## src/rtl/tlsgd_pkg.sv

```systemverilog
package tlsgd_pkg;

  localparam int unsigned STAMP_W  = 32;
  localparam int unsigned SAMPLE_W = 24;
  localparam int unsigned THRESH_W = 23;
  localparam int unsigned DWELL_W  = 16;
  localparam int unsigned CFG_W    = 23;
  localparam int unsigned NUM_CH   = 3;

  localparam logic [THRESH_W-1:0] THRESH_RESET = 23'd4000;
  localparam logic [DWELL_W-1:0]  DWELL_RESET  = 16'd10;
  localparam logic [STAMP_W-1:0]  WRAP_GUARD   = 32'hFC00_0000;
  localparam logic [STAMP_W-1:0]  WRAP_SHIFT   = 32'h1FFF_FFFF;

  // Configuration register indexes.
  localparam logic REG_THRESHOLD = 1'b0;
  localparam logic REG_MIN_DWELL = 1'b1;

  // Channel order within the lanes.
  localparam int unsigned CH_BOTTOM = 0;
  localparam int unsigned CH_LEFT   = 1;
  localparam int unsigned CH_RIGHT  = 2;

  typedef enum logic [2:0] {
    GEST_NONE  = 3'd0,
    GEST_UP    = 3'd1,
    GEST_DOWN  = 3'd2,
    GEST_LEFT  = 3'd3,
    GEST_RIGHT = 3'd4,
    GEST_PROX  = 3'd5
  } gesture_code_t;

  // Load enables of the pipeline stages; accept marks an input transaction.
  typedef struct packed {
    logic accept;
    logic s1;
    logic s2;
    logic s3;
    logic s4;
    logic s5;
    logic s6;
  } stage_en_t;

  // What travels beside the data: an object was seen, or the times must be classified.
  typedef struct packed {
    logic prox;
    logic eval;
  } side_t;

endpackage

```

## src/rtl/three_led_swipe_gesture_detector.sv

```systemverilog
// A result is offered after its accepted input has passed stages 1 to 6 and the result register.
// Throughput: one transaction per cycle; each of the seven stages moves on as soon as
// the stage after it is empty or moving, so input stalls only when every stage is full.
// Reset (synchronous, active high) clears all presence flags and latched times, empties
// the pipeline and restores threshold 4000 and minimum dwell 10.
module three_led_swipe_gesture_detector (
  input  logic                              clk,
  input  logic                              rst,
  input  logic                              in_valid,
  output logic                              in_stall,
  input  logic [tlsgd_pkg::STAMP_W-1:0]     sample_time,
  input  logic signed [tlsgd_pkg::SAMPLE_W-1:0] bottom_sample,
  input  logic signed [tlsgd_pkg::SAMPLE_W-1:0] left_sample,
  input  logic signed [tlsgd_pkg::SAMPLE_W-1:0] right_sample,
  output logic                              out_valid,
  input  logic                              out_stall,
  output logic [2:0]                        gesture,
  input  logic                              cfg_we,
  input  logic                              cfg_index,
  input  logic [tlsgd_pkg::CFG_W-1:0]       cfg_data
);
  import tlsgd_pkg::*;

  logic [THRESH_W-1:0] presence_threshold;
  logic [DWELL_W-1:0]  min_dwell;

  logic [6:1]    v;
  logic [6:1]    en;
  logic          en_out;
  side_t         side [1:6];
  side_t         out_side;
  gesture_code_t out_gest;
  gesture_code_t merge_gest;
  stage_en_t     sen;
  logic          accept;
  logic          any_present;
  logic          near;

  logic [NUM_CH-1:0][SAMPLE_W-1:0] samples;
  logic [NUM_CH-1:0]               present_now;
  logic [NUM_CH-1:0]               recorded;
  logic [NUM_CH-1:0]               far;
  logic [NUM_CH-1:0][STAMP_W-1:0]  mid;
  logic [NUM_CH-1:0]               dwell;

  always_ff @(posedge clk) begin
    if (rst) begin
      presence_threshold <= THRESH_RESET;
      min_dwell          <= DWELL_RESET;
    end else if (cfg_we) begin
      unique case (cfg_index)
        REG_THRESHOLD: presence_threshold <= cfg_data[THRESH_W-1:0];
        REG_MIN_DWELL: min_dwell          <= cfg_data[DWELL_W-1:0];
      endcase
    end
  end

  // Each stage loads when it is empty or its contents move on.
  always_comb begin
    en_out = !out_valid || !out_stall;
    en[6]  = !v[6] || en_out;
    for (int k = 5; k >= 1; k--) begin
      en[k] = !v[k] || en[k+1];
    end
  end

  assign in_stall = !en[1];
  assign accept   = in_valid && en[1];

  assign sen.accept = accept;
  assign sen.s1     = en[1];
  assign sen.s2     = en[2];
  assign sen.s3     = en[3];
  assign sen.s4     = en[4];
  assign sen.s5     = en[5];
  assign sen.s6     = en[6];

  assign samples[CH_BOTTOM] = bottom_sample;
  assign samples[CH_LEFT]   = left_sample;
  assign samples[CH_RIGHT]  = right_sample;

  assign any_present = |present_now;
  assign near        = |far;

  for (genvar i = 0; i < NUM_CH; i++) begin : g_lane
    tlsgd_lane u_lane (
      .clk                (clk),
      .rst                (rst),
      .en                 (sen),
      .sample_time        (sample_time),
      .sample             (samples[i]),
      .presence_threshold (presence_threshold),
      .min_dwell          (min_dwell),
      .any_present        (any_present),
      .near               (near),
      .present_now        (present_now[i]),
      .recorded           (recorded[i]),
      .far                (far[i]),
      .mid                (mid[i]),
      .dwell              (dwell[i])
    );
  end

  tlsgd_merge u_merge (
    .clk   (clk),
    .en    (sen),
    .mid   (mid),
    .dwell (dwell),
    .gest  (merge_gest)
  );

  always_ff @(posedge clk) begin
    if (rst) begin
      v         <= '0;
      out_valid <= 1'b0;
    end else begin
      if (en[1]) begin
        v[1] <= in_valid;
      end
      for (int k = 2; k <= 6; k++) begin
        if (en[k]) begin
          v[k] <= v[k-1];
        end
      end
      if (en_out) begin
        out_valid <= v[6];
      end
    end
  end

  always_ff @(posedge clk) begin
    if (en[1]) begin
      side[1].prox <= any_present;
      side[1].eval <= !any_present && (&recorded);
    end
    for (int k = 2; k <= 6; k++) begin
      if (en[k]) begin
        side[k] <= side[k-1];
      end
    end
    if (en_out) begin
      out_side <= side[6];
      if (side[6].prox) begin
        out_gest <= GEST_PROX;
      end else if (side[6].eval) begin
        out_gest <= merge_gest;
      end else begin
        out_gest <= GEST_NONE;
      end
    end
  end

  assign gesture = out_gest;

  // Input can only be held off when the whole pipeline is full behind a stalled result.
  a_stall_cause: assert property (@(posedge clk) disable iff (rst)
    in_stall |-> (out_valid && out_stall))
    else $error("input stalled while the result register could move");

  a_accept_lands: assert property (@(posedge clk) disable iff (rst)
    accept |=> v[1])
    else $error("accepted transaction did not reach the first stage");

  a_side_exclusive: assert property (@(posedge clk) disable iff (rst)
    v[1] |-> !(side[1].prox && side[1].eval))
    else $error("transaction marked both present and for classification");

  a_no_eval_result: assert property (@(posedge clk) disable iff (rst)
    (out_valid && !out_side.eval) |->
      (gesture == GEST_PROX || gesture == GEST_NONE))
    else $error("swipe reported for a transaction that was not classified");

  a_prox_result: assert property (@(posedge clk) disable iff (rst)
    (out_valid && out_side.prox) |-> (gesture == GEST_PROX))
    else $error("object present but result is not PROX");

endmodule

```

## src/rtl/tlsgd_lane.sv

```systemverilog
module tlsgd_lane (
  input  logic                               clk,
  input  logic                               rst,
  input  tlsgd_pkg::stage_en_t               en,
  input  logic [tlsgd_pkg::STAMP_W-1:0]      sample_time,
  input  logic [tlsgd_pkg::SAMPLE_W-1:0]     sample,
  input  logic [tlsgd_pkg::THRESH_W-1:0]     presence_threshold,
  input  logic [tlsgd_pkg::DWELL_W-1:0]      min_dwell,
  input  logic                               any_present,
  input  logic                               near,
  output logic                               present_now,
  output logic                               recorded,
  output logic                               far,
  output logic [tlsgd_pkg::STAMP_W-1:0]      mid,
  output logic                               dwell
);
  import tlsgd_pkg::*;

  logic               present;
  logic [STAMP_W-1:0] entry_stamp;
  logic [STAMP_W-1:0] exit_stamp;
  logic [STAMP_W-1:0] entry_next;
  logic [STAMP_W-1:0] exit_next;

  logic [STAMP_W-1:0] e1, x1, e2, x2, e3, d3;

  // A negative reading has its sign bit set and so always counts as present.
  assign present_now = sample[SAMPLE_W-1] | (sample[SAMPLE_W-2:0] >= presence_threshold);

  assign entry_next = (present_now && !present) ? sample_time : entry_stamp;
  assign exit_next  = (!present_now && present) ? sample_time : exit_stamp;
  assign recorded   = (entry_next != '0) && (exit_next != '0);
  assign far        = (e1 > WRAP_GUARD) || (x1 > WRAP_GUARD);

  always_ff @(posedge clk) begin
    if (rst) begin
      present     <= 1'b0;
      entry_stamp <= '0;
      exit_stamp  <= '0;
    end else if (en.accept) begin
      present <= present_now;
      // Once every channel is clear the times have been used and are forgotten.
      if (any_present) begin
        entry_stamp <= entry_next;
        exit_stamp  <= exit_next;
      end else begin
        entry_stamp <= '0;
        exit_stamp  <= '0;
      end
    end
  end

  always_ff @(posedge clk) begin
    if (en.s1) begin
      e1 <= entry_next;
      x1 <= exit_next;
    end
    if (en.s2) begin
      e2 <= e1 + (near ? WRAP_SHIFT : '0);
      x2 <= x1 + (near ? WRAP_SHIFT : '0);
    end
    if (en.s3) begin
      e3 <= e2;
      d3 <= x2 - e2;
    end
    if (en.s4) begin
      mid   <= e3 + {1'b0, d3[STAMP_W-1:1]};
      dwell <= d3 > {{(STAMP_W-DWELL_W){1'b0}}, min_dwell};
    end
  end

endmodule

```

## src/rtl/tlsgd_merge.sv

```systemverilog
module tlsgd_merge (
  input  logic                                              clk,
  input  tlsgd_pkg::stage_en_t                              en,
  input  logic [tlsgd_pkg::NUM_CH-1:0][tlsgd_pkg::STAMP_W-1:0] mid,
  input  logic [tlsgd_pkg::NUM_CH-1:0]                      dwell,
  output tlsgd_pkg::gesture_code_t                          gest
);
  import tlsgd_pkg::*;

  function automatic logic [STAMP_W-1:0] absdiff(input logic [STAMP_W-1:0] a,
                                                 input logic [STAMP_W-1:0] b);
    return (a > b) ? (a - b) : (b - a);
  endfunction

  logic [STAMP_W-1:0] dx5, dy1_5, dy2_5;
  logic               lt_bl5, le_br5, gt_bl5, gt_br5, lt_rl5, lt_br5, lt_lr5, dw5;

  logic [STAMP_W:0]   sum6;
  logic [STAMP_W-1:0] dx6;
  logic               c1_6, c2_6;
  logic               lt_bl6, le_br6, gt_bl6, gt_br6, lt_rl6, lt_br6, lt_lr6, dw6;
  logic               gt_half;

  always_ff @(posedge clk) begin
    if (en.s5) begin
      dx5    <= absdiff(mid[CH_LEFT], mid[CH_RIGHT]);
      dy1_5  <= absdiff(mid[CH_BOTTOM], mid[CH_LEFT]);
      dy2_5  <= absdiff(mid[CH_BOTTOM], mid[CH_RIGHT]);
      lt_bl5 <= mid[CH_BOTTOM] < mid[CH_LEFT];
      le_br5 <= mid[CH_BOTTOM] <= mid[CH_RIGHT];
      gt_bl5 <= mid[CH_BOTTOM] > mid[CH_LEFT];
      gt_br5 <= mid[CH_BOTTOM] > mid[CH_RIGHT];
      lt_rl5 <= mid[CH_RIGHT] < mid[CH_LEFT];
      lt_br5 <= mid[CH_BOTTOM] < mid[CH_RIGHT];
      lt_lr5 <= mid[CH_LEFT] < mid[CH_RIGHT];
      dw5    <= |dwell;
    end
    if (en.s6) begin
      sum6   <= {1'b0, dy1_5} + {1'b0, dy2_5};
      dx6    <= dx5;
      c1_6   <= dy1_5 > dx5;
      c2_6   <= dy2_5 > dx5;
      lt_bl6 <= lt_bl5;
      le_br6 <= le_br5;
      gt_bl6 <= gt_bl5;
      gt_br6 <= gt_br5;
      lt_rl6 <= lt_rl5;
      lt_br6 <= lt_br5;
      lt_lr6 <= lt_lr5;
      dw6    <= dw5;
    end
  end

  // The horizontal spread is weighed against the mean of the two vertical spreads.
  assign gt_half = dx6 > sum6[STAMP_W:1];

  always_comb begin
    if (!dw6) begin
      gest = GEST_NONE;
    end else if ((lt_bl6 && c1_6) || (le_br6 && c2_6)) begin
      gest = GEST_UP;
    end else if ((gt_bl6 && c1_6) || (gt_br6 && c2_6)) begin
      gest = GEST_DOWN;
    end else if (lt_bl6 && lt_rl6 && gt_half) begin
      gest = GEST_LEFT;
    end else if (lt_br6 && lt_lr6 && gt_half) begin
      gest = GEST_RIGHT;
    end else begin
      gest = GEST_NONE;
    end
  end

endmodule
```

## config.mk

```make
export PLATFORM = sky130hd
export DESIGN_NAME = three_led_swipe_gesture_detector
export DESIGN_NICKNAME = d
export VERILOG_FILES = /design/src/rtl/tlsgd_pkg.sv /design/src/rtl/three_led_swipe_gesture_detector.sv /design/src/rtl/tlsgd_lane.sv /design/src/rtl/tlsgd_merge.sv
export SDC_FILE = /design/constraint.sdc
export NUM_CORES = 2
export LEC_CHECK = 0
export ABC_AREA = 1
export BUFFER_PORTS_ARGS = -buffer_cell sky130_fd_sc_hd__clkbuf_2
export CAP_MARGIN = 20
export CORE_AREA = 5 5 347 349
export CTS_CLUSTER_SIZE = 8
export DETAILED_ROUTE_END_ITERATION = 12
export DIE_AREA = 0 0 352 354
export HOLD_SLACK_MARGIN = 0.02
export PLACE_DENSITY = 0.89
export SYNTH_ARGS = -nofsm -noshare
export SYNTH_HDL_FRONTEND = slang
export SYNTH_SLANG_ARGS = --single-unit
```

## constraint.sdc

```tcl
create_clock -name clk -period 31.7 [get_ports clk]
set_input_delay 1.585 -clock clk [delete_from_list [all_inputs] [get_ports clk]]
set_output_delay 1.585 -clock clk [all_outputs]
set_load 0.02 [all_outputs]
```

==> flow_summary.ini <==
[outcome]
status = finished, final reports clean

[global_route]
grt_pass1_wl_um = 381000
grt_pass1_vias = 64100
grt_max_degree = 144
grt_antenna_before_repair = 7
grt_usage_pct = 40.3
overflow = 0

[clock_tree]
cts.htree.levels = 4
path_clk_slew_ns = 0.05
cts_resized = 0
cts_buffers = 159
clk_latency_ns = 0.80
cts.root.buffer_cell = clkbuf_16
cts.sinks = 1109
ctsHoldBuffers = 0
postCtsSetupRepairBufs = 0
cts_buffer_depth = 3
cts_tree = done

[floorplanning]
die-area_sq_um = 125000
core_sq_um = 117000
rows = 126
die_x_um = 352
die_h_um = 354
ios = 138
start_util_pct = 64.5

[setup_path]
cp_data_arrival_time_ns = 6.87
startpoint_type = input port
slowest_delay_ns = 0.90
slowest_stage = buf_4
ff2ff_path_depth = 21
endpoint_kind = flip-flop
r2r_start = g_lane[0].u_lane.x1[23]
cp-endpoint = g_lane[1].u_lane.exit_stamp[31]
cpLargestDelayFamily = buffers and inverters
critical_path.max_fanout = 124
cp_common_cell = nor2_2
cp.depth = 19
rr_endpoint = g_lane[2].u_lane.x2[27]
cp.required_ns = 32.39
timing.reg2reg.setup_slack_ns = 25.85
cp-startpoint = out_stall
path_cells = clkbuf_2 > nand2_1 > nor2_2 > inv_2 > nor2_2 > inv_4 > nor2_1 > inv_4 > nor2_2 > inv_6 > nor2_1 > inv_6 > nor2_2 > nor2_2 > inv_6 > nor2_4 > buf_4 > nand2_1 > a21oi_1
worst-path-buf-inv = 8
crit_type = in -> reg

[final_layout]
drive_gt1_share_pct = 4.62
regArea_sq_um = 30900
syn_to_final_growth_pct = 8.77
fillCellCount = 8917
fin_cells = 10800
finalNetCount = 10100
multi_input_area_sq_um = 38500

[drt]
avgRoutedWirePerCell_um = 23.6
postRouteWirelength_um = 256000
vias = 66100
viasPerCell = 6.10
drc = 0
ant_nets = 0
drtIter0Drc = 7692
firstDrtPassIters = 7

[logic_synthesis]
synth_nets = 9968
synth-async-reset-ratio_pct = 0
ys_seq_area_share_pct = 40.9
syn-cell-area_sq_um = 75600
ys_warn_count = 0
synthCells = 9022
ys_types = 61
ys.flop_type = edfxtp_1
ys_seq_elements = 1109
avgSynthCellArea_sq_um = 8.37
synth_edf_count = 868

[sta]
fin_crit_ns = 6.18
tns_ns = 0
slew_headroom_pct = 21.3
fin_skew_ns = 0.0321
finalHoldViolCount = 0
fmax_mhz = 162
period_share_pct = 19.5
setup_viol = 0
worstMarginPinSlew_ns = 1.17
final_max_slew_viol_count = 0
rsz0062_at_grt = no

[job]
drv_cap = 0

[power_and_ir_drop]
p_per_area_nw_per_um2 = 114
leakagePower_nw = 40.0
ir_worst_vdd_mv = 0.0776

[placement]
dpl.cell_count = 10600
dp_hpwl_um = 202000
gp_congestion = 1.17
io_buffers = 137

[min_path]
min_path_type = reg -> reg
==> logic make-up after synthesis <==
| group | share of synthesized area [%] |
|---|---|
| buf+inv | 8.18 |
| xor+xnor | 5.73 |
| compound gates | 15.1 |
| flops | 40.9 |
| mux | 0.172 |
| fa+ha+maj | 13.7 |
| simple gates | 16.3 |
==> cell usage after synthesis, drive strengths merged (3+ instances only) <==
cell         instances  area share [%]
dfxtp              241             6.4
a31oi               86            0.71
nand3b               9           0.089
nand3              211             1.4
nor3b                4           0.040
buf                 99             1.1
o221a                9            0.13
clkbuf              56            0.30
inv               1360             6.8
or4                  6           0.060
a221oi              28            0.33
dlygate4sd3          5           0.066
xor2               330             3.8
edfxtp             868              34
nand2             2059              10
o21a                54            0.54
nor3                65            0.43
o221ai              26            0.31
nor2               548             2.8
ha                 794              13
and2                 3           0.025
xnor2              164             1.9
a211oi              25            0.25
nand4               75            0.63
a21o                67            0.67
a21boi              44            0.44
o2111ai             21            0.24
a21oi             1052             7.0
o21ai              527             3.6
nor4                57            0.47
o21bai              37            0.37
o31ai               17            0.17
o211ai              25            0.25
a2111oi              5           0.058
fa                  19            0.50
mux2i               13            0.17
or2                  3           0.025
==> routing by layer <==
layer	up-vias	routed length, um	global-route usage (%)
li1	30800	-	-
met1	30800	92300	47.2
met2	3617	116000	65.0
met3	946	19800	5.83
met4	2	27600	35.2
met5	-	12	0
==> how the worst min path moves through the flow <==
stage,cells after the start,end,startpoint,slack [ns]
finish,0,side[0][10],side[0][8],0.42
global route,0,side[0][10],side[0][8],0.42
CTS,0,side[0][10],side[0][8],0.42
detailed placement,0,u_merge.lt_rl6,u_merge.lt_rl5,0.41
global placement,0,u_merge.le_br6,u_merge.le_br5,0.40
floorplan,0,side[0][10],side[0][8],0.40
==> area by class of cell <==
| cell class | count | area share, % |
|---|---|---|
| multi-input cells | 6392 | 46.9 |
| flip-flops and latches | 1109 | 37.6 |
| inverters | 1361 | 6.25 |
| clock buffers | 249 | 5.28 |
| well taps | 1536 | 2.34 |
| repair buffers | 168 | 1.17 |
| clock inverters | 19 | 0.505 |
| diodes | 8 | 0.0244 |
==> per-stage QoR <==
step           util (%)  cell area, sq um  total power [mW]  hold WS, ns  setup slack [ns]
6_report           70.2             82200              9.38        0.415             25.52
5_1_grt            70.2             82200              9.87        0.424             25.17
4_1_cts            70.1             82100              9.19        0.417             25.65
3_5_place_dp       66.1             77400              7.54        0.407             24.93
3_3_place_gp       66.0             77400              7.45        0.403             25.18
2_1_floorplan         -             75600              5.71        0.400             17.22
==> flip-flops by register name (all words and copies together), names as in the netlist, 96 cells and up <==
signal	count
g_lane.u_lane.x1	96
g_lane.u_lane.x2	96
g_lane.u_lane.d3	96
g_lane.u_lane.entry_stamp	96
g_lane.u_lane.exit_stamp	96
g_lane.u_lane.mid	96
g_lane.u_lane.e2	96
g_lane.u_lane.e1	96
g_lane.u_lane.e3	96
==> placed cells by master, fill, tap and decap left out, types with 8 or more instances in the layout <==
cell	instances
xor2_1	330
nand2_2	10
nand3b_1	9
clkinv_16	8
mux2i_1	13
clkbuf_16	159
clkbuf_1	88
dfxtp_1	241
inv_1	1345
clkbuf_2	137
fa_1	19
o221ai_1	25
o21bai_1	37
nor2_2	15
o21ai_0	430
nand4_1	74
nor3_1	64
nor2_1	528
o21ai_2	19
a21o_1	67
a21boi_0	40
nor4_1	57
nand2_1	2049
buf_4	26
edfxtp_1	868
a211oi_1	25
o31ai_1	17
ha_1	794
a221oi_1	27
o211ai_1	25
a21oi_1	1049
xnor2_1	164
o2111ai_1	21
a31oi_1	85
nand3_1	210
o21a_1	54
o221a_2	9
diode_2	8
o21ai_1	78
==> power breakdown <==
part	total, mW	internal (mW)	switching [mW]
clock	1.62	0.957	0.660
sequential	2.60	2.21	0.394
combinational	5.17	1.61	3.55
total	9.38	4.78	4.61
(Power assumes the default switching activity.)
